[src/rtl/rpc_pkg.sv]
// Shared types, constants and helper functions for the range pixel to
// Cartesian converter. No dependencies.
`default_nettype none
package rpc_pkg;

	localparam int MAX_ROWS_DEF    = 1024;
	localparam int MAX_COLUMNS_DEF = 1024;
	localparam int FRAC_BITS_DEF   = 8;

	localparam int AW       = 36;  // raw angle, Q30
	localparam int CW       = 34;  // CORDIC datapath
	localparam int MW       = 26;  // Q24 magnitudes
	localparam int CORDIC_N = 30;
	localparam int SQW      = 54;
	localparam int SQ_STEPS = 27;
	localparam int DW       = 27;  // root width
	localparam int PW       = 35;  // span * numerator
	localparam int OW       = 20;
	localparam int IDXW     = 3;
	localparam int CDW      = 11;

	localparam logic [IDXW-1:0] CFG_ROWS     = 3'd0;
	localparam logic [IDXW-1:0] CFG_COLUMNS  = 3'd1;
	localparam logic [IDXW-1:0] CFG_STANDOFF = 3'd2;
	localparam logic [IDXW-1:0] CFG_SCAN     = 3'd3;

	localparam logic signed [AW-1:0] AX_Q30      = 36'sd4392254;
	localparam logic signed [AW-1:0] AY_Q30      = 36'sd4389394;
	localparam logic signed [AW-1:0] AS_Q30      = 36'sd22876;
	localparam logic signed [AW-1:0] PI_Q30      = 36'sd3373259426;
	localparam logic signed [AW-1:0] HALF_PI_Q30 = 36'sd1686629713;
	localparam logic [31:0]          INVK_Q30    = 32'd652032874;
	localparam logic signed [CW-1:0] ONE_Q30     = 34'sd1073741824;

	localparam longint OUT_MAX = 524287;
	localparam longint OUT_MIN = -524288;

	typedef struct packed {
		logic [9:0] row_index;
		logic [9:0] column_index;
		logic [7:0] range_value;
	} pixel_t;

	typedef struct packed {
		logic signed [OW-1:0] x_coord;
		logic signed [OW-1:0] y_coord;
		logic signed [OW-1:0] z_coord;
		logic                 is_background;
	} point_t;

	typedef struct packed {
		logic       bg;
		logic       dz;
		logic       nx;
		logic       ny;
		logic [8:0] span;
	} side_t;

	typedef struct packed {
		logic signed [CW-1:0] x;
		logic signed [CW-1:0] y;
		logic signed [CW-1:0] z;
	} cord_t;

	typedef struct packed {
		logic [MW-1:0] zn;
		logic [MW-1:0] xn;
		logic [MW-1:0] t;
		side_t         side;
	} sq_pay_t;

	function automatic logic signed [CW-1:0] atan_step(input int k);
		logic signed [CW-1:0] s;
		case (k)
			0:       s = 34'sd843314857;
			1:       s = 34'sd497837829;
			2:       s = 34'sd263043837;
			3:       s = 34'sd133525159;
			4:       s = 34'sd67021687;
			5:       s = 34'sd33543516;
			6:       s = 34'sd16775851;
			7:       s = 34'sd8388437;
			8:       s = 34'sd4194283;
			9:       s = 34'sd2097149;
			10:      s = 34'sd1048576;
			default: s = 34'sd1 <<< (30 - k);
		endcase
		return s;
	endfunction

	function automatic logic signed [CW-1:0] reduce_angle(input logic signed [AW-1:0] a);
		logic signed [AW-1:0] r;
		r = a;
		for (int i = 0; i < 4; i++) begin
			if (r >= HALF_PI_Q30) r = r - PI_Q30;
		end
		for (int i = 0; i < 4; i++) begin
			if (r < -HALF_PI_Q30) r = r + PI_Q30;
		end
		return CW'(r);
	endfunction

	function automatic logic [MW-1:0] unit_mag(input logic signed [CW-1:0] v);
		logic [CW-1:0] m;
		logic [63:0]   p;
		m = v[CW-1] ? CW'(-v) : CW'(v);
		p = 64'(m[31:0]) * 64'(INVK_Q30);
		return p[36+MW-1:36];
	endfunction

endpackage
`default_nettype wire

[src/rtl/rpc_div_cell.sv]
// One quotient bit of the three restoring dividers, registered.
// Depends on rpc_pkg.
`default_nettype none
module rpc_div_cell #(
	parameter int K  = 0,
	parameter int QB = 22,
	parameter int RW = 51
) (
	input  wire logic                   clk,
	input  wire logic                   arst_n,
	input  wire logic                   vld_i,
	input  wire rpc_pkg::side_t         side_i,
	input  wire logic [rpc_pkg::DW:0]   d2_i,
	input  wire logic [2:0][RW-1:0]     rem_i,
	input  wire logic [2:0][QB-1:0]     q_i,
	output logic                        vld_q,
	output rpc_pkg::side_t              side_q,
	output logic [rpc_pkg::DW:0]        d2_q,
	output logic [2:0][RW-1:0]          rem_q,
	output logic [2:0][QB-1:0]          q_q
);
	localparam int B = QB - 1 - K;
	localparam logic [QB-1:0] QBIT = QB'(1) << B;

	logic [RW-1:0] sub;
	assign sub = RW'(d2_i) << B;

	always_ff @(posedge clk or negedge arst_n) begin
		if (!arst_n) vld_q <= 1'b0;
		else vld_q <= vld_i;
	end

	always_ff @(posedge clk) begin
		side_q <= side_i;
		d2_q   <= d2_i;
		for (int l = 0; l < 3; l++) begin
			if (rem_i[l] >= sub) begin
				rem_q[l] <= rem_i[l] - sub;
				q_q[l]   <= q_i[l] | QBIT;
			end else begin
				rem_q[l] <= rem_i[l];
				q_q[l]   <= q_i[l];
			end
		end
	end
endmodule
`default_nettype wire

[config.mk]
export PLATFORM = sky130hd
export DESIGN_NAME = rpc_div_cell
export DESIGN_NICKNAME = d
export VERILOG_FILES = /design/src/rtl/rpc_pkg.sv /design/src/rtl/rpc_div_cell.sv
export SDC_FILE = /design/constraint.sdc
export NUM_CORES = 1
export LEC_CHECK = 0
export BUFFER_PORTS_ARGS = -buffer_cell sky130_fd_sc_hd__buf_4
export CAP_MARGIN = 10
export CORE_AREA = 3 3 203 205
export DETAILED_ROUTE_END_ITERATION = 16
export DIE_AREA = 0 0 206 208
export PLACE_DENSITY_LB_ADDON = 0.2
export SYNTH_ARGS = -nofsm -noshare
export SYNTH_HDL_FRONTEND = slang
export SYNTH_SLANG_ARGS = --single-unit
[constraint.sdc]
create_clock -name clk -period 0.8 [get_ports clk]
set_input_delay 0.12 -clock clk [delete_from_list [all_inputs] [get_ports clk]]
set_output_delay 0.12 -clock clk [all_outputs]
set_load 0.01 [all_outputs]
# Yosys cells after proc, flatten, opt, wreduce, memory -nomap -nowiden

Cells that the tools add are included.

Input port bits: 263
Register bits after elaboration: 261

$lt $le $gt $ge: 3
Add/sub/neg operators: 3
Muxes and demuxes: 3

Operators with widths:

| operator                       | count |
|---|---|
| >= comparator 51 x 49 -> 1 bit | 3 |
| two-way mux 51 bit             | 3 |
| subtractor 51 x 49 -> 51 bit   | 3 |

# Logic depth before layout (Yosys ltp)

Word-level depth: 2
Mapped depth: 13

# Worst setup path after synthesis

No wires, ideal clock.

Kind: in2reg
From: input port rem_i[72] (netlist bit)
To: register rem_q[90] (netlist bit)
Setup time: 121 ps
Data required time: 679 ps
Stages: 11
Path slack: -1858 ps
Arrival: 2538 ps
Cell sequence: inv_1 ha_1 fa_1 nor2b_1 o31ai_1 a211oi_1 a41oi_1 o21a_1 o221ai_2 buf_2 mux2_2

Longest elaborated chain between the ends: 2

RTL lines:

| item                                                                           | line                                   | source |
|---|---|---|
| start: declaration                                                             | rpc_div_cell.sv:14                     | `input wire logic [2:0][RW-1:0] rem_i,` |
| subtractor 51 x 49 -> 51 bit or >= comparator 51 x 49 -> 1 bit (tied branches) | rpc_div_cell.sv:38, rpc_div_cell.sv:37 |  |
| two-way mux 51 bit *                                                           | rpc_div_cell.sv:37                     | `if (rem_i[l] >= sub) begin` |
| end signal: indexed assignment                                                 | rpc_div_cell.sv:38                     | `rem_q[l] <= rem_i[l] - sub;` |
| end signal: indexed assignment                                                 | rpc_div_cell.sv:41                     | `rem_q[l] <= rem_i[l];` |
| end: declaration                                                               | rpc_div_cell.sv:19                     | `output logic [2:0][RW-1:0] rem_q,` |

Every way passes the cells marked *; elsewhere a longest branch is shown, timed or not.
A chain may end at the register's enable or synchronous reset.

# Final worst setup path

From: input port d2_i[4] (netlist bit)
To: register rem_q[152] (netlist bit)

Longest elaborated chain between the ends: 2

RTL lines:

| item                                                                           | line                                   | source |
|---|---|---|
| start: declaration                                                             | rpc_div_cell.sv:13                     | `input wire logic [rpc_pkg::DW:0] d2_i,` |
| subtractor 51 x 49 -> 51 bit or >= comparator 51 x 49 -> 1 bit (tied branches) | rpc_div_cell.sv:38, rpc_div_cell.sv:37 |  |
| two-way mux 51 bit *                                                           | rpc_div_cell.sv:37                     |  |

Marks and branches as above.

==> impl_metrics.toml <==
[grt]
overflow = 0
grt_pass1_vias = 14500
antenna_found_initial = 8
grt_pass1_wl_um = 83100
grt_use_total = 0.251
grt_max_degree = 16

[cells_and_area]
syn_to_final_growth_pct = 132
nets = 2695
finalNonFillerCells = 2897
drive_gt1_frac = 0.637
stdcell_area_um2 = 25900

[status]
status = "complete, but fails checks"
violations = "negative hold slack, negative setup slack"

[floorplan]
die-area_um2 = 42800
start_util = 0.282
die_x_um = 206
core_area_um2 = 39600
die_h_um = 208
rows = 73
ios = 524

[critical_path]
critPathTopFamily = "compound AO/OA/AOI/OAI gates"
critPathMaxFanout = 3
critical_path_required_ps = 1310
worst_ep_arrival_time_ps = 2600
crit_chain = "buf_8 -> clkinvlp_4 -> ha_1 -> a211o_1 -> a21oi_1 -> and2_4 -> o22ai_1 -> o21a_1 -> a221o_1 -> a2111oi_4 -> xor2_1"
crit_path_end_kind = "register"
start_kind = "input port"
path_class = "in2reg"
path_buf_inv = 2
critPathMaxStageDelay_ps = 380
cp_slowest_cell = "a221o_1"

[timing]
worstMarginPinSlew_ps = 513
drv_slew = 0
hold_slack_ps = -246
min_period_over_period = 2.62
max_freq_mhz = 477
rsz0062_at_grt = "true"
setup_ws_ps = -1300
period_minus_slack_ps = 2100
setup_violations = 354
relSlewSlack = 0.655
final_hold_viol_count = 4

[synthesis]
synthArstFlopShare = 0.00383
synth-compound-area-share = 0.182
yosys.area_share.simple = 0.146
synth_fp_nets = 1530
synth.area.mux_share = 0.0150
netlist_top_cells_count = "dfxtp_1, a21oi_1, nor2_1, nand2_1, ha_1"
synth.distinct_cells = 70
netlist_instances = 1180
synth.largest_area_cell = "dfxtp_1"
synth_ff_type = "dfxtp_1"
synth_top_area_frac = 0.465
synth_top_family_by_area = "compound AO/OA/AOI/OAI gates"
synth_edf_count = 0
netlist_area_um2 = 11200
synth.most_common_cell = "dfxtp_1"
synth_xor_area_frac = 0.0580
yosysWarnings = 0
syn_area_per_cell_um2 = 9.48
synth_area_leaders = "dfxtp_1, ha_1, a21oi_1"
ys_seq_elements = 261
synth-adder-area-share = 0.0994
yosysSeqAreaShare = 0.468

[drt]
drc = 0
dr.pass1.iters = 5
via_per_inst = 4.66
drtAntennaViolNets = 0
drt_iter0_drc = 598
wl_um = 58000
wl_per_cell_um = 20.0
via_count = 13500

[placement]
place_area_um2 = 18600
dp_hpwl_um = 39800
dp_slack_ps = -2020
port_buffers = 523
routabilityCongestion = 0.940
dpl.cell_count = 2506

[pwr]
p_per_area_nw_per_um2 = 1760
leakage_nw = 11.7
vdd_ir_drop_max_v = 0.00186

[clocking]
clkTransAtPathRegs_ps = 60
tritoncts = "done"
clockRootBuffer = "clkbuf_16"
cts_made_buffers = 29
cts.sinks = 261
htree_levels = 1
clockBufferDepth = 3

[min_path]
hp-class = "in2reg"

[flow_run]
drv_cap = 0
==> layout make-up <==
type / instances / area (um2)
antenna: 5 / 12.5
clock buffer: 37 / 816
clock inverter: 16 / 168
fill: 2945 / 13700
inverter: 59 / 320
multi-input combinational: 829 / 7390
sequential: 261 / 5550
tap: 525 / 657
timing repair buffer: 1165 / 11000
==> sequential cells by signal, indices dropped and copies added, names as in the netlist <==
signal  count
d2_q       28
side_q     13
rem_q     153
vld_q       1
q_q        66
==> layout by cell type, fill, tap and decap left out, types with 37 or more instances in the layout <==
master / instances
buf_6: 301
ha_4: 43
dfxtp_2: 255
a21oi_2: 37
dlygate4sd3_1: 260
a21o_1: 37
xnor2_1: 39
buf_4: 561
a21oi_1: 74
inv_1: 37
ha_1: 40
nor2_1: 57
nand2_1: 59
==> routing by layer <==
layer	wire length, um	global-route usage	vias to the layer above
met1	20300	0.260	6365
met4	3310	0.120	6
met3	4440	0.0749	150
met5	38	0	-
li1	-	-	6541
met2	29900	0.459	452
==> metrics by stage <==
stage	total power, mW	TNS [ps]	hold WS [ps]	util
after floorplan	20.5	-133000	-176	-
after detailed placement	27.4	-170230	-92.7	0.470
after global routing	47.7	-212290	-254	0.654
after global placement	27.3	-168430	-93.8	0.470
after CTS	44.8	-198680	-261	0.632
final	45.7	-194910	-246	0.654
==> what timing repair did <==
item | in CTS | in global routing
setup buffers | 50 | 22
endpoints found under the setup margin | 354 | 354
hold buffers | 257 | 3
resized for setup | 687 | 231
pin swaps | 87 | 65
gates cloned | 8 | 2
endpoints found under the hold margin | 262 | 7
==> path summary, 6_finish.rpt <==
path,start,end,cells past startpoint
hold / removal,rem_i[123],rem_q[123],3
max in group asynchronous,arst_n,vld_q,3
setup / recovery,d2_i[4],rem_q[152],11
min in group asynchronous,arst_n,vld_q,3
==> cell families after synthesis <==
family | Yosys count
muxes | 15
and+or+nand+nor | 333
adders and majority gates | 87
DFF | 261
buffers and inverters | 91
AOI/OAI and AO/OA | 319
xor gates and xnor gates | 74
==> report_power, final <==
group | internal (mW) | total [mW] | switching, mW
logic | 9.37 | 16.3 | 6.91
registers | 14.8 | 15.6 | 0.801
clock network | 7.92 | 13.8 | 5.86
(Power assumes the default switching activity.)
