### config.mk
export PLATFORM = sky130hd
export DESIGN_NAME = rpc_sqrt_cell
export DESIGN_NICKNAME = d
export VERILOG_FILES = /design/src/rtl/rpc_pkg.sv /design/src/rtl/rpc_sqrt_cell.sv
export SDC_FILE = /design/constraint.sdc
export NUM_CORES = 1
export LEC_CHECK = 0
export BUFFER_PORTS_ARGS = -buffer_cell sky130_fd_sc_hd__buf_4
export CORE_AREA = 3 3 157 159
export CTS_CLUSTER_SIZE = 10
export DETAILED_ROUTE_END_ITERATION = 8
export DIE_AREA = 0 0 160 162
export MAX_ROUTING_LAYER = met4
export PLACE_DENSITY = 0.71
export SETUP_SLACK_MARGIN = 0.5
export SYNTH_ARGS = -nofsm -noshare
export SYNTH_HDL_FRONTEND = slang
export SYNTH_SLANG_ARGS = --single-unit
### constraint.sdc
create_clock -name clk -period 0.8 [get_ports clk]
set_clock_uncertainty 0.1 [all_clocks]
set_input_delay 0.08 -clock clk [delete_from_list [all_inputs] [get_ports clk]]
set_output_delay 0.08 -clock clk [all_outputs]
set_load 0.02 [all_outputs]
### src/rtl/rpc_pkg.sv
// Shared types, constants and helper functions for the range pixel to
// Cartesian converter. No dependencies.
`default_nettype none
package rpc_pkg;

	localparam int MAX_ROWS_DEF    = 1024;
	localparam int MAX_COLUMNS_DEF = 1024;
	localparam int FRAC_BITS_DEF   = 8;

	localparam int AW       = 36;  // raw angle, Q30
	localparam int CW       = 34;  // CORDIC datapath
	localparam int MW       = 26;  // Q24 magnitudes
	localparam int CORDIC_N = 30;
	localparam int SQW      = 54;
	localparam int SQ_STEPS = 27;
	localparam int DW       = 27;  // root width
	localparam int PW       = 35;  // span * numerator
	localparam int OW       = 20;
	localparam int IDXW     = 3;
	localparam int CDW      = 11;

	localparam logic [IDXW-1:0] CFG_ROWS     = 3'd0;
	localparam logic [IDXW-1:0] CFG_COLUMNS  = 3'd1;
	localparam logic [IDXW-1:0] CFG_STANDOFF = 3'd2;
	localparam logic [IDXW-1:0] CFG_SCAN     = 3'd3;

	localparam logic signed [AW-1:0] AX_Q30      = 36'sd4392254;
	localparam logic signed [AW-1:0] AY_Q30      = 36'sd4389394;
	localparam logic signed [AW-1:0] AS_Q30      = 36'sd22876;
	localparam logic signed [AW-1:0] PI_Q30      = 36'sd3373259426;
	localparam logic signed [AW-1:0] HALF_PI_Q30 = 36'sd1686629713;
	localparam logic [31:0]          INVK_Q30    = 32'd652032874;
	localparam logic signed [CW-1:0] ONE_Q30     = 34'sd1073741824;

	localparam longint OUT_MAX = 524287;
	localparam longint OUT_MIN = -524288;

	typedef struct packed {
		logic [9:0] row_index;
		logic [9:0] column_index;
		logic [7:0] range_value;
	} pixel_t;

	typedef struct packed {
		logic signed [OW-1:0] x_coord;
		logic signed [OW-1:0] y_coord;
		logic signed [OW-1:0] z_coord;
		logic                 is_background;
	} point_t;

	typedef struct packed {
		logic       bg;
		logic       dz;
		logic       nx;
		logic       ny;
		logic [8:0] span;
	} side_t;

	typedef struct packed {
		logic signed [CW-1:0] x;
		logic signed [CW-1:0] y;
		logic signed [CW-1:0] z;
	} cord_t;

	typedef struct packed {
		logic [MW-1:0] zn;
		logic [MW-1:0] xn;
		logic [MW-1:0] t;
		side_t         side;
	} sq_pay_t;

	function automatic logic signed [CW-1:0] atan_step(input int k);
		logic signed [CW-1:0] s;
		case (k)
			0:       s = 34'sd843314857;
			1:       s = 34'sd497837829;
			2:       s = 34'sd263043837;
			3:       s = 34'sd133525159;
			4:       s = 34'sd67021687;
			5:       s = 34'sd33543516;
			6:       s = 34'sd16775851;
			7:       s = 34'sd8388437;
			8:       s = 34'sd4194283;
			9:       s = 34'sd2097149;
			10:      s = 34'sd1048576;
			default: s = 34'sd1 <<< (30 - k);
		endcase
		return s;
	endfunction

	function automatic logic signed [CW-1:0] reduce_angle(input logic signed [AW-1:0] a);
		logic signed [AW-1:0] r;
		r = a;
		for (int i = 0; i < 4; i++) begin
			if (r >= HALF_PI_Q30) r = r - PI_Q30;
		end
		for (int i = 0; i < 4; i++) begin
			if (r < -HALF_PI_Q30) r = r + PI_Q30;
		end
		return CW'(r);
	endfunction

	function automatic logic [MW-1:0] unit_mag(input logic signed [CW-1:0] v);
		logic [CW-1:0] m;
		logic [63:0]   p;
		m = v[CW-1] ? CW'(-v) : CW'(v);
		p = 64'(m[31:0]) * 64'(INVK_Q30);
		return p[36+MW-1:36];
	endfunction

endpackage
`default_nettype wire

### src/rtl/rpc_sqrt_cell.sv
// One result bit of the integer square root, registered.
// Depends on rpc_pkg.
`default_nettype none
module rpc_sqrt_cell #(
	parameter int K = 0
) (
	input  wire logic                    clk,
	input  wire logic                    arst_n,
	input  wire logic                    vld_i,
	input  wire rpc_pkg::sq_pay_t        pay_i,
	input  wire logic [rpc_pkg::SQW-1:0] v_i,
	input  wire logic [rpc_pkg::SQW-1:0] r_i,
	output logic                         vld_q,
	output rpc_pkg::sq_pay_t             pay_q,
	output logic [rpc_pkg::SQW-1:0]      v_q,
	output logic [rpc_pkg::SQW-1:0]      r_q
);
	localparam logic [rpc_pkg::SQW-1:0] BIT =
		rpc_pkg::SQW'(1) << (2 * (rpc_pkg::SQ_STEPS - 1 - K));

	logic [rpc_pkg::SQW-1:0] trial;
	assign trial = r_i + BIT;

	always_ff @(posedge clk or negedge arst_n) begin
		if (!arst_n) vld_q <= 1'b0;
		else vld_q <= vld_i;
	end

	always_ff @(posedge clk) begin
		pay_q <= pay_i;
		if (v_i >= trial) begin
			v_q <= v_i - trial;
			r_q <= (r_i >> 1) + BIT;
		end else begin
			v_q <= v_i;
			r_q <= r_i >> 1;
		end
	end
endmodule
`default_nettype wire

Yosys cells after proc, flatten, opt, wreduce, memory -nomap -nowiden
Index checks and enable logic that the tools add are counted.

word-level totals
  flip-flop bits (word level) = 200
  input port bits = 202
  output and inout bits = 200
  logic and storage cells = 18

cells by class
  add/sub/neg operators = 3
  order comparisons = 1
  multiplexer cells = 2

operator list
  cell                                                              count
  53-bit by 53-bit adder with 54-bit output, second input constant  1
  54-bit by 53-bit adder with 54-bit output, second input constant  1
  54-bit >= comparator                                              1
  54-bit two-way mux                                                1
  54-bit subtractor                                                 1
  53-bit two-way mux                                                1

Depth between registers and ports, before layout
  word-level depth = 3
  mapped depth = 17
  depth with buffers taken out = 15

Least setup slack after synthesis
No wires, ideal clock.

  kind = input-to-reg
  start = input port v_i[0] in the netlist's numbering
  end = register v_q[1] in the netlist's numbering
  setup time = 0.123 ns
  arrival time = 2.648 ns
  required time = 0.577 ns
  slack = -2.071 ns
  stages = 15
  path buffers = 1
  cells stage by stage = inv_1 -> ha_1 -> inv_1 -> fa_1 -> a21oi_1 -> o221ai_2 -> a31oi_4 -> o2111ai_1 -> a21oi_2 -> o21ai_2 -> a31oi_1 -> o21ai_2 -> a21oi_4 -> buf_6 -> mux2_1

on the way
  word-level cells in the longest chain between the ends = 2
  elaborated cells between the ends (all ways) = 3
  classes of those cells = add/sub: 1; order compare: 1; mux: 1

RTL lines
  item                                                       line                                      text
  start: declaration                                         rpc_sqrt_cell.sv:11                       input wire logic [rpc_pkg::SQW-1:0] v_i,
  54-bit subtractor or 54-bit >= comparator (tied branches)  rpc_sqrt_cell.sv:32, rpc_sqrt_cell.sv:31
  54-bit two-way mux *                                       rpc_sqrt_cell.sv:31                       if (v_i >= trial) begin
  end signal: assignment                                     rpc_sqrt_cell.sv:32                       v_q <= v_i - trial;
  end signal: assignment                                     rpc_sqrt_cell.sv:35                       v_q <= v_i;
  end: declaration                                           rpc_sqrt_cell.sv:15                       output logic [rpc_pkg::SQW-1:0] v_q,

Mark *: on every way between the ends. The rest lies on a longest branch, timed or not.
A chain may end at the register's enable or synchronous reset.

Final worst setup path
Same ends and word-level chain as after synthesis.

==> metrics.json <==
{
  "maxCapViolations": {"value": 0},
  "synthDominantCellAreaShare": {"value": 50.0, "unit": "%"},
  "cp_cell_sequence": {"value": "buf_12 -> inv_12 -> ha_4 -> inv_2 -> fa_2 -> a21oi_2 -> o221ai_2 -> a31oi_4 -> o2111ai_2 -> a21oi_2 -> o21ai_2 -> a31oi_2 -> o21ai_2 -> a21oi_4 -> buf_12 -> mux2_4"},
  "cts_tree": {"value": "done"},
  "ys.warnings.count": {"value": 0},
  "drt-vias-per-instance": {"value": 4.67},
  "synth_cell_type_count": {"value": 55},
  "maximum_number_of_pins_on_one_net_before_global_route_repair": {"value": 23},
  "cts_hold_buf": {"value": 1},
  "timing.max_slew.rel_slack": {"value": 72.0, "unit": "%"},
  "cellPowerDensity": {"value": 1980, "unit": "nW/um^2"},
  "period_needed": {"value": 2.48, "unit": "ns"},
  "post_route_cells_drive_above_1_share": {"value": 64.0, "unit": "%"},
  "numCtsBuffers": {"value": 17},
  "place.port_buffers": {"value": 401},
  "htree_num_levels": {"value": 4},
  "initialDrtViolationCount": {"value": 355},
  "synth_largest_area_cell": {"value": "sky130_fd_sc_hd__dfxtp_1"},
  "diodes": {"value": 0},
  "gp_routability_congestion": {"value": 0.895},
  "fillCellCount": {"value": 1800},
  "number_of_i_o_pins": {"value": 402},
  "grt_setup_unrepaired": {"value": "true"},
  "synthCells": {"value": 840},
  "globalRouteOverflowTotal": {"value": 0},
  "grt_pass1_vias": {"value": 8663},
  "synth-edff-count": {"value": 0},
  "crit_type": {"value": "input port to flip-flop"},
  "num-nets-final": {"value": 1709},
  "route.detailed.drc": {"value": 0},
  "clkSlewWorstSetupHoldPaths": {"value": 0.09, "unit": "ns"},
  "multi_input_comb_area": {"value": 3790, "unit": "sq um"},
  "path_type_of_the_worst_min_delay_path": {"value": "input port to flip-flop"},
  "clock_sinks": {"value": 200},
  "achievable-frequency": {"value": 0.404, "unit": "GHz"},
  "number_of_antenna_violations_at_the_first_check_in_global_routing": {"value": 0},
  "setup_violations": {"value": 256},
  "cp-end-kind": {"value": "flip-flop"},
  "final.period_utilization": {"value": 310, "unit": "%"},
  "initial_core_util": {"value": 34.1, "unit": "%"},
  "result_of_the_run": {"value": "finished with violations"},
  "leading_cell_types_by_count_after_synthesis": {"value": "sky130_fd_sc_hd__dfxtp_1, sky130_fd_sc_hd__nand2_1, sky130_fd_sc_hd__inv_1"},
  "syn_nets": {"value": 1097},
  "die-height": {"value": 162, "unit": "um"},
  "numPlacedInstances": {"value": 1736},
  "synth-main-ff-cell": {"value": "sky130_fd_sc_hd__dfxtp_1"},
  "wire_per_inst": {"value": 17.7, "unit": "um"},
  "instances_no_fill": {"value": 1784},
  "setup.worst_path.start_class": {"value": "input port"},
  "drt_pre_antenna_iters": {"value": 5},
  "netlist_area": {"value": 7970, "unit": "sq um"},
  "num_vias": {"value": 8339},
  "timing.critical_path.fanout_max": {"value": 7},
  "final_hold_viol_count": {"value": 201},
  "x_dimension_of_the_die": {"value": 160, "unit": "um"},
  "post_synth_main_area_contributors": {"value": "sky130_fd_sc_hd__dfxtp_1, sky130_fd_sc_hd__ha_1, sky130_fd_sc_hd__nand2_1"},
  "failing_checks": {"value": "hold timing, setup timing"},
  "first_pass_grt_wire_length": {"value": 47500, "unit": "um"},
  "sequential_cell_area_fraction_in_the_yosys_report": {"value": 50.3, "unit": "%"},
  "final-seq-area": {"value": 4760, "unit": "sq um"},
  "fp.coreArea": {"value": 23400, "unit": "sq um"},
  "fin_hold_ws": {"value": -0.356, "unit": "ns"},
  "worst_path_max_delay_cell": {"value": "sky130_fd_sc_hd__fa_2"},
  "worst_vdd_ir": {"value": 1.43, "unit": "mV"},
  "std_cell_rows": {"value": 56},
  "yosys_register_bits": {"value": 200},
  "final.setup.worst_slack": {"value": -1.68, "unit": "ns"},
  "cp.arrival": {"value": 2.69, "unit": "ns"},
  "max_stage_delay": {"value": 0.36, "unit": "ns"},
  "post_synthesis_mean_instance_area": {"value": 9.49, "unit": "sq um"},
  "grt_util_all_layers": {"value": 24.0, "unit": "%"},
  "drv_slew": {"value": 0},
  "p_leak": {"value": 7.36, "unit": "nW"},
  "design.die.area": {"value": 25900, "unit": "sq um"},
  "cts-root-to-sink-buffers": {"value": 2},
  "routed_wl": {"value": 31600, "unit": "um"},
  "flow.area_growth_from_synthesis": {"value": 94.7, "unit": "%"},
  "antenna_violating_nets_post_route": {"value": 0},
  "hpwl_after_detailed_placement": {"value": 25100, "unit": "um"},
  "cp_data_required_time": {"value": 1.02, "unit": "ns"},
  "cts_root_buffer": {"value": "sky130_fd_sc_hd__clkbuf_16"},
  "ys_async_sr_fraction": {"value": 0.500, "unit": "%"},
  "post-synth-top-count-cell": {"value": "sky130_fd_sc_hd__dfxtp_1"},
  "worstMarginPinSlew": {"value": 0.416, "unit": "ns"}
}
-- repair_timing --
| action | CTS | global route |
|---|---|---|
| gates resized for setup | 233 | 68 |
| cloned | 2 | 2 |
| endpoints found under the hold margin | 201 | 201 |
| pin swaps | 14 | 25 |
| setup buffers | 7 | 4 |
| endpoints found under the setup margin | 256 | 256 |
-- flip-flops by register name (all words and copies together) (netlist names) --
register	count
v_q	54
vld_q	1
pay_q	91
r_q	54
-- critical path: cells and delay by family --
| kind | cells | cell delay, ns |
|---|---|---|
| buf+inv | 4 | 0.38 |
| mux | 1 | 0.30 |
| compound gates | 9 | 1.46 |
| fa+ha+maj | 2 | 0.48 |
-- final timing paths --
check                          start                end  slack, ns  cells after the start
max in group asynchronous     arst_n    vld_q$_DFF_PN0_       0.66                      2
setup / recovery              v_i[0]     v_q[1]$_DFF_P_      -1.68                     16
min in group asynchronous     arst_n    vld_q$_DFF_PN0_      -0.14                      2
hold / removal             pay_i[14]  pay_q[14]$_DFF_P_      -0.36                      1
-- report_power, final --
part | total [W] | internal, W | leakage (nW) | switching (W)
sequential | 0.0115 | 0.0110 | 1.76 | 0.000490
combinational | 0.0103 | 0.00542 | 5.29 | 0.00491
clock | 0.00894 | 0.00439 | 0.301 | 0.00455
total | 0.0307 | 0.0208 | 7.36 | 0.00995
-- cell usage in the layout, fill, tap and decap left out, drive strengths merged, types with 16 or more instances in the layout --
cell and instances:
ha 54, nand2 102, a21oi 65, dfxtp 199, xor2 16, nor2 32
clkbuf 20, xnor2 37, o21ai 88, inv 75, buf 627, a21o 23
nand4 21
-- layer usage --
metal / global-route usage [%] / share of wire [%] / vias up / wire, um
li1: - / - / 4092 / -
met1: 24.9 / 37 / 3897 / 11800
met2: 44.6 / 54 / 294 / 17000
met3: 4.57 / 5.2 / 56 / 1650
met4: 10.1 / 3.9 / 0 / 1240
met5: - / 0 / - / 0
-- cell families (layout without fill, tap and decap cells) --
logic type                 Yosys count  count (layout)  synth area share, %
and+or+nand+nor                    195             195                 10.9
muxes                                3               3                0.424
AOI/OAI and AO/OA                  230             230                 18.3
adders and majority gates           55              55                 8.73
buffers and inverters              104             729                 5.51
DFF                                200             200                 50.3
xor gates and xnor gates            53              53                 5.82
-- final cells by class --
type / instances / area share (%)
sequential: 200 / 30.6
inverter: 67 / 1.70
clock inverter: 14 / 1.19
clock buffer: 18 / 2.83
multi-input combinational: 536 / 24.4
timing repair buffer: 630 / 36.6
tap: 319 / 2.57
-- through the flow --
stage / area, sq um / TNS (ns) / utilization, % / setup slack (ns) / power [W]
after floorplan: 8760 / -99.19 / - / -1.93 / 0.0157
after global placement: 13600 / -115.09 / 58.3 / -2.11 / 0.0203
after detailed placement: 13600 / -121.72 / 58.3 / -2.23 / 0.0204
after CTS: 15200 / -149.49 / 65.1 / -1.67 / 0.0306
after global routing: 15500 / -157.89 / 66.3 / -1.79 / 0.0322
final: 15500 / -144.47 / 66.3 / -1.68 / 0.0307
No activity file was read; power rests on OpenSTA's default activity.
