### config.mk
export PLATFORM = sky130hd
export DESIGN_NAME = rpc_cordic_cell
export DESIGN_NICKNAME = d
export VERILOG_FILES = /design/src/rtl/rpc_pkg.sv /design/src/rtl/rpc_cordic_cell.sv
export SDC_FILE = /design/constraint.sdc
export NUM_CORES = 1
export LEC_CHECK = 0
export BUFFER_PORTS_ARGS = -buffer_cell sky130_fd_sc_hd__buf_2
export CAP_MARGIN = 40
export CORE_MARGIN = 5
export CORE_UTILIZATION = 50
export CTS_BUF_LIST = sky130_fd_sc_hd__clkbuf_2
export DETAILED_ROUTE_END_ITERATION = 8
export PLACE_DENSITY = 0.85
export SETUP_SLACK_MARGIN = 0.4
export SLEW_MARGIN = 10
export SYNTH_ARGS = -nofsm -noshare
export SYNTH_HDL_FRONTEND = slang
export SYNTH_SLANG_ARGS = --single-unit
export TNS_END_PERCENT = 1
### constraint.sdc
create_clock -name clk -period 0.8 [get_ports clk]
set_clock_uncertainty 0.1 [all_clocks]
set_input_delay 0.08 -clock clk [delete_from_list [all_inputs] [get_ports clk]]
set_output_delay 0.08 -clock clk [all_outputs]
set_load 0.02 [all_outputs]
### src/rtl/rpc_pkg.sv
// Shared types, constants and helper functions for the range pixel to
// Cartesian converter. No dependencies.
`default_nettype none
package rpc_pkg;

	localparam int MAX_ROWS_DEF    = 1024;
	localparam int MAX_COLUMNS_DEF = 1024;
	localparam int FRAC_BITS_DEF   = 8;

	localparam int AW       = 36;  // raw angle, Q30
	localparam int CW       = 34;  // CORDIC datapath
	localparam int MW       = 26;  // Q24 magnitudes
	localparam int CORDIC_N = 30;
	localparam int SQW      = 54;
	localparam int SQ_STEPS = 27;
	localparam int DW       = 27;  // root width
	localparam int PW       = 35;  // span * numerator
	localparam int OW       = 20;
	localparam int IDXW     = 3;
	localparam int CDW      = 11;

	localparam logic [IDXW-1:0] CFG_ROWS     = 3'd0;
	localparam logic [IDXW-1:0] CFG_COLUMNS  = 3'd1;
	localparam logic [IDXW-1:0] CFG_STANDOFF = 3'd2;
	localparam logic [IDXW-1:0] CFG_SCAN     = 3'd3;

	localparam logic signed [AW-1:0] AX_Q30      = 36'sd4392254;
	localparam logic signed [AW-1:0] AY_Q30      = 36'sd4389394;
	localparam logic signed [AW-1:0] AS_Q30      = 36'sd22876;
	localparam logic signed [AW-1:0] PI_Q30      = 36'sd3373259426;
	localparam logic signed [AW-1:0] HALF_PI_Q30 = 36'sd1686629713;
	localparam logic [31:0]          INVK_Q30    = 32'd652032874;
	localparam logic signed [CW-1:0] ONE_Q30     = 34'sd1073741824;

	localparam longint OUT_MAX = 524287;
	localparam longint OUT_MIN = -524288;

	typedef struct packed {
		logic [9:0] row_index;
		logic [9:0] column_index;
		logic [7:0] range_value;
	} pixel_t;

	typedef struct packed {
		logic signed [OW-1:0] x_coord;
		logic signed [OW-1:0] y_coord;
		logic signed [OW-1:0] z_coord;
		logic                 is_background;
	} point_t;

	typedef struct packed {
		logic       bg;
		logic       dz;
		logic       nx;
		logic       ny;
		logic [8:0] span;
	} side_t;

	typedef struct packed {
		logic signed [CW-1:0] x;
		logic signed [CW-1:0] y;
		logic signed [CW-1:0] z;
	} cord_t;

	typedef struct packed {
		logic [MW-1:0] zn;
		logic [MW-1:0] xn;
		logic [MW-1:0] t;
		side_t         side;
	} sq_pay_t;

	function automatic logic signed [CW-1:0] atan_step(input int k);
		logic signed [CW-1:0] s;
		case (k)
			0:       s = 34'sd843314857;
			1:       s = 34'sd497837829;
			2:       s = 34'sd263043837;
			3:       s = 34'sd133525159;
			4:       s = 34'sd67021687;
			5:       s = 34'sd33543516;
			6:       s = 34'sd16775851;
			7:       s = 34'sd8388437;
			8:       s = 34'sd4194283;
			9:       s = 34'sd2097149;
			10:      s = 34'sd1048576;
			default: s = 34'sd1 <<< (30 - k);
		endcase
		return s;
	endfunction

	function automatic logic signed [CW-1:0] reduce_angle(input logic signed [AW-1:0] a);
		logic signed [AW-1:0] r;
		r = a;
		for (int i = 0; i < 4; i++) begin
			if (r >= HALF_PI_Q30) r = r - PI_Q30;
		end
		for (int i = 0; i < 4; i++) begin
			if (r < -HALF_PI_Q30) r = r + PI_Q30;
		end
		return CW'(r);
	endfunction

	function automatic logic [MW-1:0] unit_mag(input logic signed [CW-1:0] v);
		logic [CW-1:0] m;
		logic [63:0]   p;
		m = v[CW-1] ? CW'(-v) : CW'(v);
		p = 64'(m[31:0]) * 64'(INVK_Q30);
		return p[36+MW-1:36];
	endfunction

endpackage
`default_nettype wire

### src/rtl/rpc_cordic_cell.sv
// One CORDIC rotation step for both beam angles, registered.
// Depends on rpc_pkg.
`default_nettype none
module rpc_cordic_cell #(
	parameter int K = 0
) (
	input  wire logic          clk,
	input  wire logic          arst_n,
	input  wire logic          vld_i,
	input  wire rpc_pkg::side_t side_i,
	input  wire rpc_pkg::cord_t ax_i,
	input  wire rpc_pkg::cord_t ay_i,
	output logic               vld_q,
	output rpc_pkg::side_t     side_q,
	output rpc_pkg::cord_t     ax_q,
	output rpc_pkg::cord_t     ay_q
);
	localparam logic signed [rpc_pkg::CW-1:0] STEP = rpc_pkg::atan_step(K);

	function automatic rpc_pkg::cord_t rot(input rpc_pkg::cord_t c);
		rpc_pkg::cord_t o;
		if (!c.z[rpc_pkg::CW-1]) begin
			o.x = c.x - (c.y >>> K);
			o.y = c.y + (c.x >>> K);
			o.z = c.z - STEP;
		end else begin
			o.x = c.x + (c.y >>> K);
			o.y = c.y - (c.x >>> K);
			o.z = c.z + STEP;
		end
		return o;
	endfunction

	always_ff @(posedge clk or negedge arst_n) begin
		if (!arst_n) vld_q <= 1'b0;
		else vld_q <= vld_i;
	end

	always_ff @(posedge clk) begin
		side_q <= side_i;
		ax_q   <= rot(ax_i);
		ay_q   <= rot(ay_i);
	end
endmodule
`default_nettype wire

==> run_results.csv, run 1 <==
group,metric,value,unit
place,gp_congestion,1.05,
floorplanning,chipWidth,205,um
run_status,error_line,"[ERROR GRT-0232] Routing congestion too high. Check the congestion heatmap in the GUI.",
synthesis,yosysWarningCount,0,
cts,cts_buffers,58,
cts,ctsLongestPathBuffers,3,
timing,endpoint_type,"top-level output",
cts,postCtsSetupBuffers,0,
floorplanning,die_h,205,um
synthesis,synth-seq-cells,216,
run_status,outcome,"aborted with a tool error",
synthesis,postSynth.asyncResetShare,0.463,%
synthesis,synth_area_leaders,"dfxtp_1 (23%), ha_1 (17%), a21oi_1 (8.1%)",
global_routing,track_usage,60.3,%
run_status,failed_stage,"global routing (5_1_grt)",
synthesis,synthCells,2459,
floorplanning,initial_core_util,50.5,%
synthesis,synth_nets,2949,
cts,htree_levels,2,
timing,worstEndpointGrtRepair,"ay_q[74]",
synthesis,ys_seq_area_share,22.8,%
synthesis,yosysTopAreaCell,"dfxtp_1",
synthesis,synthDistinctLibCells,87,
place,hpwl,69900,um
synthesis,syn_area_per_cell,7.71,um^2
global_routing,grt_max_degree,64,
global_routing,grt_overflow,13,
cts,cts_sinks,216,
cts,root_buffer,"clkbuf_2",
synthesis,synth_ff_type,"dfxtp_1",
synthesis,synth_top_area_share,22.7,%
floorplanning,ios,438,
place,io_buffers,437,
floorplanning,rows,71,
synthesis,netlist_area,19000,um^2
place,place_ws,-2.33,ns
synthesis,synth_edf_count,0,
place,dp_cells,4157,
## timing repair
item / in CTS
resized for setup: 786
pin swaps: 67
setup endpoints to repair: 402
endpoints found under the hold margin: 217
hold buffers: 34
cloned: 0
## metrics by stage
stage,TNS (ns),area (um^2)
floorplan,-225.18,19100
global placement,-315.38,27800
detailed placement,-321.64,27800
CTS,-308.76,31200
## synth_stat cells (29+ instances only)
cell        n
a21oi_1   305
ha_1      262
inv_1     230
dfxtp_1   215
nor2_1    199
xnor2_1   150
nand2_1   144
o21ai_0   140
a21o_1     86
nand3_1    49
o21bai_1   49
o21ai_1    45
clkbuf_1   40
nor3_1     37
nand2b_1   30
xor2_1     29
## metal layers
layer | GRT overflow | GRT usage, %
met1 | 0 | 59.2
met3 | 0 | 40.3
met5 | 0 | 15.6
met4 | 10 | 54.5
met2 | 3 | 83.8
## cells by family after synthesis
family | Yosys count | share of synthesized area (%)
AO/OA/AOI/OAI | 851 | 28.2
AND/OR/NAND/NOR | 589 | 14.5
buffers and inverters | 331 | 6.81
adder cells (fa/ha/maj) | 270 | 18.1
flip-flops | 216 | 22.8
XOR/XNOR | 179 | 8.27
multiplexers | 23 | 1.22
==> inputs of run 2 (changes only) <==
--- a/config.mk
+++ b/config.mk
@@ -8,11 +8,9 @@
 export BUFFER_PORTS_ARGS = -buffer_cell sky130_fd_sc_hd__buf_2
 export CAP_MARGIN = 40
 export CORE_MARGIN = 5
-export CORE_UTILIZATION = 50
-export CTS_BUF_LIST = sky130_fd_sc_hd__clkbuf_2
+export CORE_UTILIZATION = 35
 export DETAILED_ROUTE_END_ITERATION = 8
-export PLACE_DENSITY = 0.85
-export SETUP_SLACK_MARGIN = 0.4
+export PLACE_DENSITY_LB_ADDON = 0.15
 export SLEW_MARGIN = 10
 export SYNTH_ARGS = -nofsm -noshare
 export SYNTH_HDL_FRONTEND = slang
==> constraint.sdc (replaced) <==
create_clock -name clk -period 1.04 [get_ports clk]
set_clock_uncertainty 0.1 [all_clocks]
set_input_delay 0.104 -clock clk [delete_from_list [all_inputs] [get_ports clk]]
set_output_delay 0.104 -clock clk [all_outputs]
set_load 0.02 [all_outputs]
==> run 2 against run 1 <==
Effect of this change:
- the flow now finishes, with violations (negative hold slack, negative setup slack)
- area after synthesis unchanged
- synthesized cell count did not move
==> run_results.csv, run 2 <==
group,metric,value,unit
synthesis,synth.most_common_cell,"a21oi_1",
run_status,violations,"negative hold slack, negative setup slack",
worst_setup_path,criticalPathCategory,"in2reg",
timing,period_share,208,%
layout,final_common_cell,"buf_4",
floorplanning,ios,438,
layout,drive_gt1_share,47.6,%
layout,final_cell_mix,"buf_4 (863), a21oi_1 (260), inv_1 (223)",
synthesis,ys_seq_area_share,22.8,%
timing,rsz0062_at_grt,"true",
routing,drt_first_iter_violations,1393,
layout,multiInputGateArea,14900,um^2
synthesis,yosysTopAreaCell,"dfxtp_1",
global_routing,track_usage,26.3,%
layout,fin_cells,4468,
floorplanning,core,53700,um^2
place,dp_cells,4337,
synthesis,postSynth.asyncResetShare,0.463,%
min_path,min_from,"ax_i[32]",
timing,min_period,2.16,ns
timing,fmax,463,MHz
place,hpwl,67400,um
layout,syn2layout_area_growth,73.2,%
min_path,min_to,"ax_q[33]",
timing,hold_viol,64,
routing,vias,22800,
routing,totalWireLength,83600,um
min_path,hold_path_depth,4,
worst_setup_path,start_kind,"input pin",
synthesis,synth_ff_type,"dfxtp_1",
power,leakagePower,16.0,nW
cts,cts_buffers,29,
synthesis,synthDistinctLibCells,87,
global_routing,grt_pass1_vias,23300,
synthesis,syn_area_per_cell,7.71,um^2
routing,antenna_left,0,
floorplanning,initial_core_util,35.3,%
place,place_ws,-2.13,ns
place,io_buffers,437,
cts,clk_pin_slew,0.06,ns
timing,finalWorstSetupSlack,-1.12,ns
synthesis,synth_nets,2949,
layout,seqCellArea,4590,um^2
synthesis,synth_top_area_share,22.7,%
global_routing,grt_max_degree,67,
routing,avgViaCountPerCell,5.10,
timing,maxSlewViolCount,0,
cts,cts_tree,"done",
power,pwr_density_cell,1360,nW/um^2
job,drv_cap,0,
power,ir_drop,1310,uV
synthesis,synth_edf_count,0,
global_routing,grt_pass1_wl,127000,um
floorplanning,chipWidth,243,um
layout,fillCellCount,4730,
synthesis,netlist_area,19000,um^2
timing,fin_hold_ws,-0.186,ns
synthesis,synth-seq-cells,216,
cts,cts_sinks,216,
timing,worstMarginPinSlew,0.827,ns
synthesis,synthCells,2459,
synthesis,synth_common_cells,"a21oi_1 (305), ha_1 (262), inv_1 (230), dfxtp_1 (215), nor2_1 (199)",
run_status,outcome,"finished with violations",
worst_setup_path,worstPathMaxFanout,7,
routing,remaining_drc_errors,0,
routing,post_drt_wl_per_cell,18.7,um
layout,largestRegisters,"ax_q x101, ay_q x101, side_q x13",
layout,postLayoutCellArea,32800,um^2
floorplanning,rows,85,
cts,htree_levels,1,
floorplanning,die_area,58900,um^2
cts,root_buffer,"clkbuf_16",
place,place_area,28000,um^2
worst_setup_path,endpoint_kind,"flop",
layout,num-nets-final,4234,
worst_setup_path,cp.arrival,2.56,ns
min_path,hold_path.class,"in2reg",
routing,dr.pass1.iters,5,
global_routing,grt_antenna_before_repair,6,
place,gp_congestion,0.955,
timing,maxSlewHeadroom,44.9,%
cts,ctsLongestPathBuffers,3,
synthesis,yosysWarningCount,0,
global_routing,grt_overflow,0,
worst_setup_path,worstPathRequired,1.45,ns
timing,finalSetupViolations,396,
synthesis,synth_area_leaders,"dfxtp_1 (23%), ha_1 (17%), a21oi_1 (8.1%)",
floorplanning,die_h,243,um
## run 2: cell counts after synthesis
No cell type changed its count.
## run 2: cell families (layout without fill, tap and decap cells)
group / Yosys count / count (layout) / synth area share [%]
flops: 216 / 216 / 22.8
compound gates: 851 / 851 / 28.2
fa+ha+maj: 270 / 270 / 18.1
xor+xnor: 179 / 179 / 8.27
other cells: 0 / 6 / 0
buf+inv: 331 / 1638 / 6.81
simple gates: 589 / 589 / 14.5
mux: 23 / 23 / 1.22
## run 2: final cells by class
cell class	instances	share of cell area, %
multi-input cells	1912	45.4
repair buffers	1346	31.9
flip-flops and latches	216	14.0
inverters	239	2.82
well taps	696	2.65
clock buffers	35	2.40
clock inverters	18	0.750
diodes	6	0.0457
## run 2: per-layer routing
layer | routed length, um | GRT usage, %
met1 | 36500 | 34.5
met2 | 38400 | 43.1
met3 | 6380 | 6.50
met4 | 2340 | 7.39
met5 | 13 | 0
## run 2: critical path: stages
cell and delay (ns):
buf_2 0.13, inv_1 0.08, ha_4 0.27, buf_4 0.15, inv_2 0.05, a21oi_2 0.06
buf_4 0.15, a31oi_4 0.26, nand3_2 0.14, a21oi_4 0.22, o21ai_2 0.10, o41a_1 0.47
a31oi_1 0.22, xnor2_1 0.15
## run 2: through the flow
stage / hold slack, ns / utilization [%] / setup TNS, ns / power, mW
after global placement: -0.222 / 52.2 / -278.06 / 29.4
final: -0.186 / 61.2 / -176.35 / 44.8
after floorplan: -0.292 / - / -182.88 / 20.4
after detailed placement: -0.218 / 52.2 / -282.59 / 29.5
after CTS: -0.400 / 57.1 / -190.49 / 41.7
after global routing: -0.182 / 61.1 / -200.46 / 47.0
## run 2: report_power, final
group | total, mW | switching [mW] | internal, mW
combinational | 22.1 | 11.2 | 10.9
clock | 11.0 | 4.38 | 6.64
sequential | 11.6 | 1.14 | 10.5
total | 44.8 | 16.7 | 28.1
## run 2: worst max-delay path by stage
stage              from        end  slack (ns)  cells after the start
2_1_floorplan  ax_i[33]   ax_q[29]       -1.43                     13
3_3_place_gp   ax_i[68]   ax_q[66]       -2.04                     13
3_5_place_dp   ax_i[68]   ax_q[66]       -2.13                     13
4_1_cts        ax_i[68]  ax_q[100]       -1.09                     13
5_1_grt        ax_i[68]  ax_q[100]       -1.19                     13
6_report       ax_i[38]  ax_q[100]       -1.12                     14
## run 2: what timing repair did
| item | CTS | global route |
|---|---|---|
| resized for setup | 221 | 728 |
| hold endpoints to repair | 132 | 66 |
| endpoints found under the setup margin | 395 | 402 |
| buffers inserted | 11 | 3 |
| pin swaps | 98 | 55 |
| hold buffers | 49 | 9 |
No activity file was read; power rests on OpenSTA's default activity.
==> inputs of run 3 (changes only) <==
--- a/config.mk
+++ b/config.mk
@@ -5,12 +5,12 @@
 export SDC_FILE = /design/constraint.sdc
 export NUM_CORES = 1
 export LEC_CHECK = 0
-export BUFFER_PORTS_ARGS = -buffer_cell sky130_fd_sc_hd__buf_2
 export CAP_MARGIN = 40
-export CORE_MARGIN = 5
 export CORE_UTILIZATION = 35
 export DETAILED_ROUTE_END_ITERATION = 8
+export DONT_BUFFER_PORTS = 1
 export PLACE_DENSITY_LB_ADDON = 0.15
+export REMOVE_ABC_BUFFERS = 1
 export SLEW_MARGIN = 10
 export SYNTH_ARGS = -nofsm -noshare
 export SYNTH_HDL_FRONTEND = slang
==> run 3 against run 2 <==
Effect of this change:
- the run still ends with negative hold slack, negative setup slack left
- setup slack gained 0.064 ns
- sequential power grew 25%
- cell count shrank 10%
- largest cell class unchanged
==> run_results.csv, run 3 (synthesis results as in run 2) <==
group,metric,value,unit
routing,vias,21400,
place,io_buffers,0,
power,p_total,41.0,mW
layout,syn2layout_area_growth,61.0,%
run_status,violations,"negative hold slack, negative setup slack",
place,dp_cells,3833,
routing,dr.pass1.iters,7,
routing,totalWireLength,81200,um
routing,avgViaCountPerCell,5.32,
timing,finalWorstSetupSlack,-1.05,ns
timing,rsz0062_at_grt,"true",
layout,final_common_cell,"buf_4",
place,gp_congestion,0.948,
worst_setup_path,worstPathRequired,1.42,ns
timing,hold_viol,147,
timing,min_period,2.09,ns
layout,seqCellArea,5050,um^2
timing,maxSlewViolCount,0,
floorplanning,ios,438,
min_path,hold_path_depth,1,
power,leakagePower,14.0,nW
routing,antenna_left,0,
routing,remaining_drc_errors,0,
layout,num-nets-final,3802,
cts,htree_levels,1,
timing,worstMarginPinSlew,0.619,ns
run_status,outcome,"finished with violations",
timing,fmax,477,MHz
timing,finalSetupViolations,395,
timing,period_share,201,%
cts,root_buffer,"clkbuf_16",
layout,antennaDiodeCount,0,
worst_setup_path,cp.arrival,2.47,ns
layout,fin_cells,4021,
timing,maxSlewHeadroom,58.3,%
layout,largestRegisters,"ax_q x101, ay_q x101, side_q x13",
job,drv_cap,0,
layout,fillCellCount,4781,
cts,cts_tree,"done",
cts,cts_sinks,216,
worst_setup_path,criticalPathCategory,"in2reg",
global_routing,track_usage,27.6,%
place,hpwl,63700,um
timing,fin_hold_ws,-0.359,ns
floorplanning,chipWidth,235,um
global_routing,grt_pass1_vias,21600,
power,ir_drop,1110,uV
worst_setup_path,worstPathMaxFanout,100,
floorplanning,initial_core_util,35.7,%
cts,ctsLongestPathBuffers,3,
global_routing,grt_antenna_before_repair,0,
global_routing,grt_pass1_wl,122000,um
cts,cts_buffers,28,
worst_setup_path,endpoint_kind,"flop",
layout,drive_gt1_share,42.2,%
floorplanning,core,53100,um^2
worst_setup_path,crit_chain,"clkinv_16 -> buf_4 -> ha_2 -> a21oi_2 -> o21ai_1 -> a31oi_2 -> a21boi_2 -> a221o_1 -> a2111oi_4 -> o31ai_1 -> a21oi_1 -> xnor2_1",
global_routing,grt_max_degree,101,
worst_setup_path,cp_slowest_stage_delay,0.40,ns
global_routing,grt_overflow,0,
floorplanning,die_h,235,um
layout,multiInputGateArea,15400,um^2
routing,drt_first_iter_violations,1176,
cts,clk_pin_slew,0.06,ns
min_path,hold_path.class,"in2reg",
layout,final_cell_mix,"buf_4 (780), a21oi_1 (233), inv_1 (222)",
floorplanning,rows,84,
routing,post_drt_wl_per_cell,20.2,um
floorplanning,die_area,55100,um^2
timing,tns,-140.56,ns
power,pwr_density_cell,1340,nW/um^2
worst_setup_path,crit_slowest_cell,"a221o_1",
worst_setup_path,start_kind,"input pin",
-- run 3: final timing paths --
path / start / to / slack, ns
min: ax_i[33] / ax_q[69] / -0.36
max: ay_i[33] / ay_q[32] / -1.05
min in group asynchronous: arst_n / vld_q / 0.22
max in group asynchronous: arst_n / vld_q / 0.50
-- run 3: cell type report --
cell class	instances	share of cell area, %
clock buffers	34	2.57
clock inverters	17	0.791
inverters	239	3.13
multi-input cells	1912	50.4
flip-flops and latches	216	16.6
well taps	688	2.82
repair buffers	915	23.8
-- run 3: stage by stage --
step / util (%) / instance area [um^2] / worst slack, ns
after floorplan: - / 18600 / -2.57
after global placement: 47.6 / 25300 / -1.82
after detailed placement: 47.6 / 25300 / -1.80
after CTS: 53.5 / 28400 / -0.965
after global routing: 57.5 / 30500 / -1.08
final: 57.5 / 30500 / -1.05
-- run 3: routing by layer --
| layer | vias up | track usage (%) | share of wire [%] | wire (um) |
|---|---|---|---|---|
| met5 | - | 0 | 0 | 0 |
| li1 | 10400 | - | - | - |
| met4 | 0 | 7.32 | 2.6 | 2110 |
| met3 | 120 | 6.02 | 6.9 | 5560 |
| met1 | 10200 | 34.2 | 42 | 34400 |
| met2 | 705 | 48.0 | 48 | 39100 |
-- run 3: power by group --
group	switching (mW)	internal, mW
logic	7.75	7.95
registers	3.50	11.0
clock network	4.26	6.63
-- run 3: what timing repair did --
action | 4_1_cts | 5_1_grt
pin swaps | 95 | 111
hold endpoints to repair | 208 | 153
setup buffers | 3 | 19
resized for setup | 209 | 638
setup endpoints to repair | 390 | 394
hold buffers | 108 | 8
-- run 3: worst max-delay path, delay by kind of cell --
family / cells / cell delay [ns]
buffers and inverters: 2 / 0.25
XOR/XNOR: 1 / 0.16
adder cells (fa/ha/maj): 1 / 0.17
AO/OA/AOI/OAI: 8 / 1.66
==> inputs of run 4 (changes only) <==
==> constraint.sdc (replaced) <==
create_clock -name clk -period 2.28 [get_ports clk]
set_clock_uncertainty 0.1 [all_clocks]
set_input_delay 0.228 -clock clk [delete_from_list [all_inputs] [get_ports clk]]
set_output_delay 0.228 -clock clk [all_outputs]
set_load 0.02 [all_outputs]
==> run 4 against run 3 <==
Effect of this change:
- the flow still finishes with violations (negative hold slack, negative setup slack)
- via count shrank 2.7%
- combinational power shrank 59%
- final area shrank 9.8%
- hold slack gained 0.16 ns
- total power shrank 59%
- clock power shrank 61%
- non-clock buffer count shrank 83
- routed wire length shrank 4.3%
- setup slack gained 1.0 ns
- clock-buffer cell count shrank 4
- critical endpoint is now ay_q[64]
==> run_results.csv, run 4 (synthesis results as in run 2) <==
group,metric,value,unit
routing,remaining_drc_errors,0,
layout,final_common_cell,"buf_4",
layout,syn2layout_area_growth,45.2,%
routing,antenna_left,0,
timing,hold_viol,33,
worst_setup_path,criticalPathCategory,"in2reg",
run_status,outcome,"finished with violations",
timing,period_share,101,%
cts,clk_pin_slew,0.06,ns
routing,totalWireLength,77700,um
layout,fillCellCount,5143,
place,dp_cells,3712,
layout,final_cell_mix,"buf_4 (653), a21oi_1 (280), ha_1 (249)",
cts,cts_tree,"done",
routing,vias,20800,
floorplanning,rows,84,
worst_setup_path,cp.arrival,2.67,ns
place,io_buffers,0,
global_routing,grt_overflow,0,
global_routing,grt_pass1_wl,120000,um
cts,cts_sinks,216,
layout,num-nets-final,3718,
place,gp_congestion,0.953,
global_routing,grt_max_degree,93,
floorplanning,initial_core_util,35.7,%
worst_setup_path,worstPathMaxFanout,5,
cts,cts_hold_buf,176,
timing,maxSlewViolCount,0,
timing,fmax,432,MHz
timing,worstMarginPinSlew,0.665,ns
global_routing,grt_pass1_vias,21000,
place,hpwl,62500,um
cts,root_buffer,"clkbuf_16",
power,pwr_density_cell,618,nW/um^2
cts,cts_buffers,27,
layout,drive_gt1_share,25.8,%
global_routing,grt_antenna_before_repair,1,
power,ir_drop,521,uV
power,leakagePower,13.2,nW
timing,fin_hold_ws,-0.199,ns
place,place_ws,-0.750,ns
cts,htree_levels,1,
timing,finalWorstSetupSlack,-0.0337,ns
global_routing,track_usage,27.2,%
floorplanning,die_area,55100,um^2
timing,min_period,2.31,ns
worst_setup_path,start_kind,"input pin",
floorplanning,die_h,235,um
timing,finalSetupViolations,5,
timing,rsz0062_at_grt,"true",
floorplanning,core,53100,um^2
floorplanning,chipWidth,235,um
job,drv_cap,0,
routing,avgViaCountPerCell,5.28,
cts,ctsLongestPathBuffers,3,
floorplanning,ios,438,
layout,finish.utilization,51.9,%
routing,post_drt_wl_per_cell,19.7,um
routing,dr.pass1.iters,7,
routing,drt_first_iter_violations,1261,
layout,fin_cells,3937,
timing,tns,-0.0889,ns
layout,seqCellArea,4330,um^2
run_status,violations,"negative hold slack, negative setup slack",
worst_setup_path,worstPathRequired,2.63,ns
worst_setup_path,endpoint_kind,"flop",
layout,multiInputGateArea,13800,um^2
timing,maxSlewHeadroom,55.7,%
layout,largestRegisters,"ax_q x101, ay_q x101, side_q x13",
min_path,hold_path.class,"in2reg",
[run 4: cell count changes in the layout (fill, tap and decap cells not counted), moves of 28 or more]
cell	delta
buf_4	-127
dfxtp_4	-183
ha_4	-34
dlygate4sd3_1	+57
ha_1	+33
a21oi_2	-37
a21oi_1	+47
dfxtp_2	-28
dfxtp_1	+211
[run 4: routing by layer]
layer  vias up  routed length [um]  global-route usage [%]
met1      9822               33800                    34.7
met5         -                   0                       0
met2       682               36400                    46.0
met3       107                5690                    5.83
met4         0                1880                    7.16
li1      10200                   -                       -
[run 4: what timing repair did]
item,in CTS,in global routing
gates resized for setup,17,97
buffers inserted,0,0
pin swaps,0,39
setup endpoints to repair,13,81
endpoints found under the hold margin,188,34
[run 4: cell type report]
type                       count  share of cell area (%)
tap                          688                    3.13
timing repair buffer         832                    24.5
multi-input combinational   1912                    50.2
sequential                   216                    15.7
clock buffer                  30                    2.57
clock inverter                19                   0.609
antenna                        1                 0.00909
inverter                     239                    3.27
[run 4: worst max-delay path, cell delays in order]
cell and delay, ns:
inv_1 0.02, ha_1 0.29, buf_4 0.17, a21o_1 0.19, a31o_2 0.27, a211oi_1 0.32, a211oi_2 0.12, buf_4 0.17
o21ai_1 0.18, a21oi_1 0.09, buf_4 0.16, a21oi_1 0.21, a31oi_1 0.07, xor2_1 0.17
[run 4: path summary, 6_finish.rpt]
check | slack (ns) | from | end | depth (start not counted)
min | -0.20 | ax_i[33] | ax_q[99] | 2
max | -0.03 | ay_i[45] | ay_q[64] | 14
max in group asynchronous | 1.67 | arst_n | vld_q | 2
min in group asynchronous | 0.31 | arst_n | vld_q | 2
[run 4: power by group]
part,switching (mW),internal [mW]
logic,3.20,3.30
registers,1.61,4.64
clock network,1.88,2.39
total,6.70,10.3
[run 4: metrics by stage]
step | total power [mW] | cell area, um^2
final | 17.0 | 27500
after CTS | 17.0 | 27100
after floorplan | 9.17 | 18600
after global placement | 12.1 | 24400
after detailed placement | 12.1 | 24400
after global routing | 17.9 | 27500
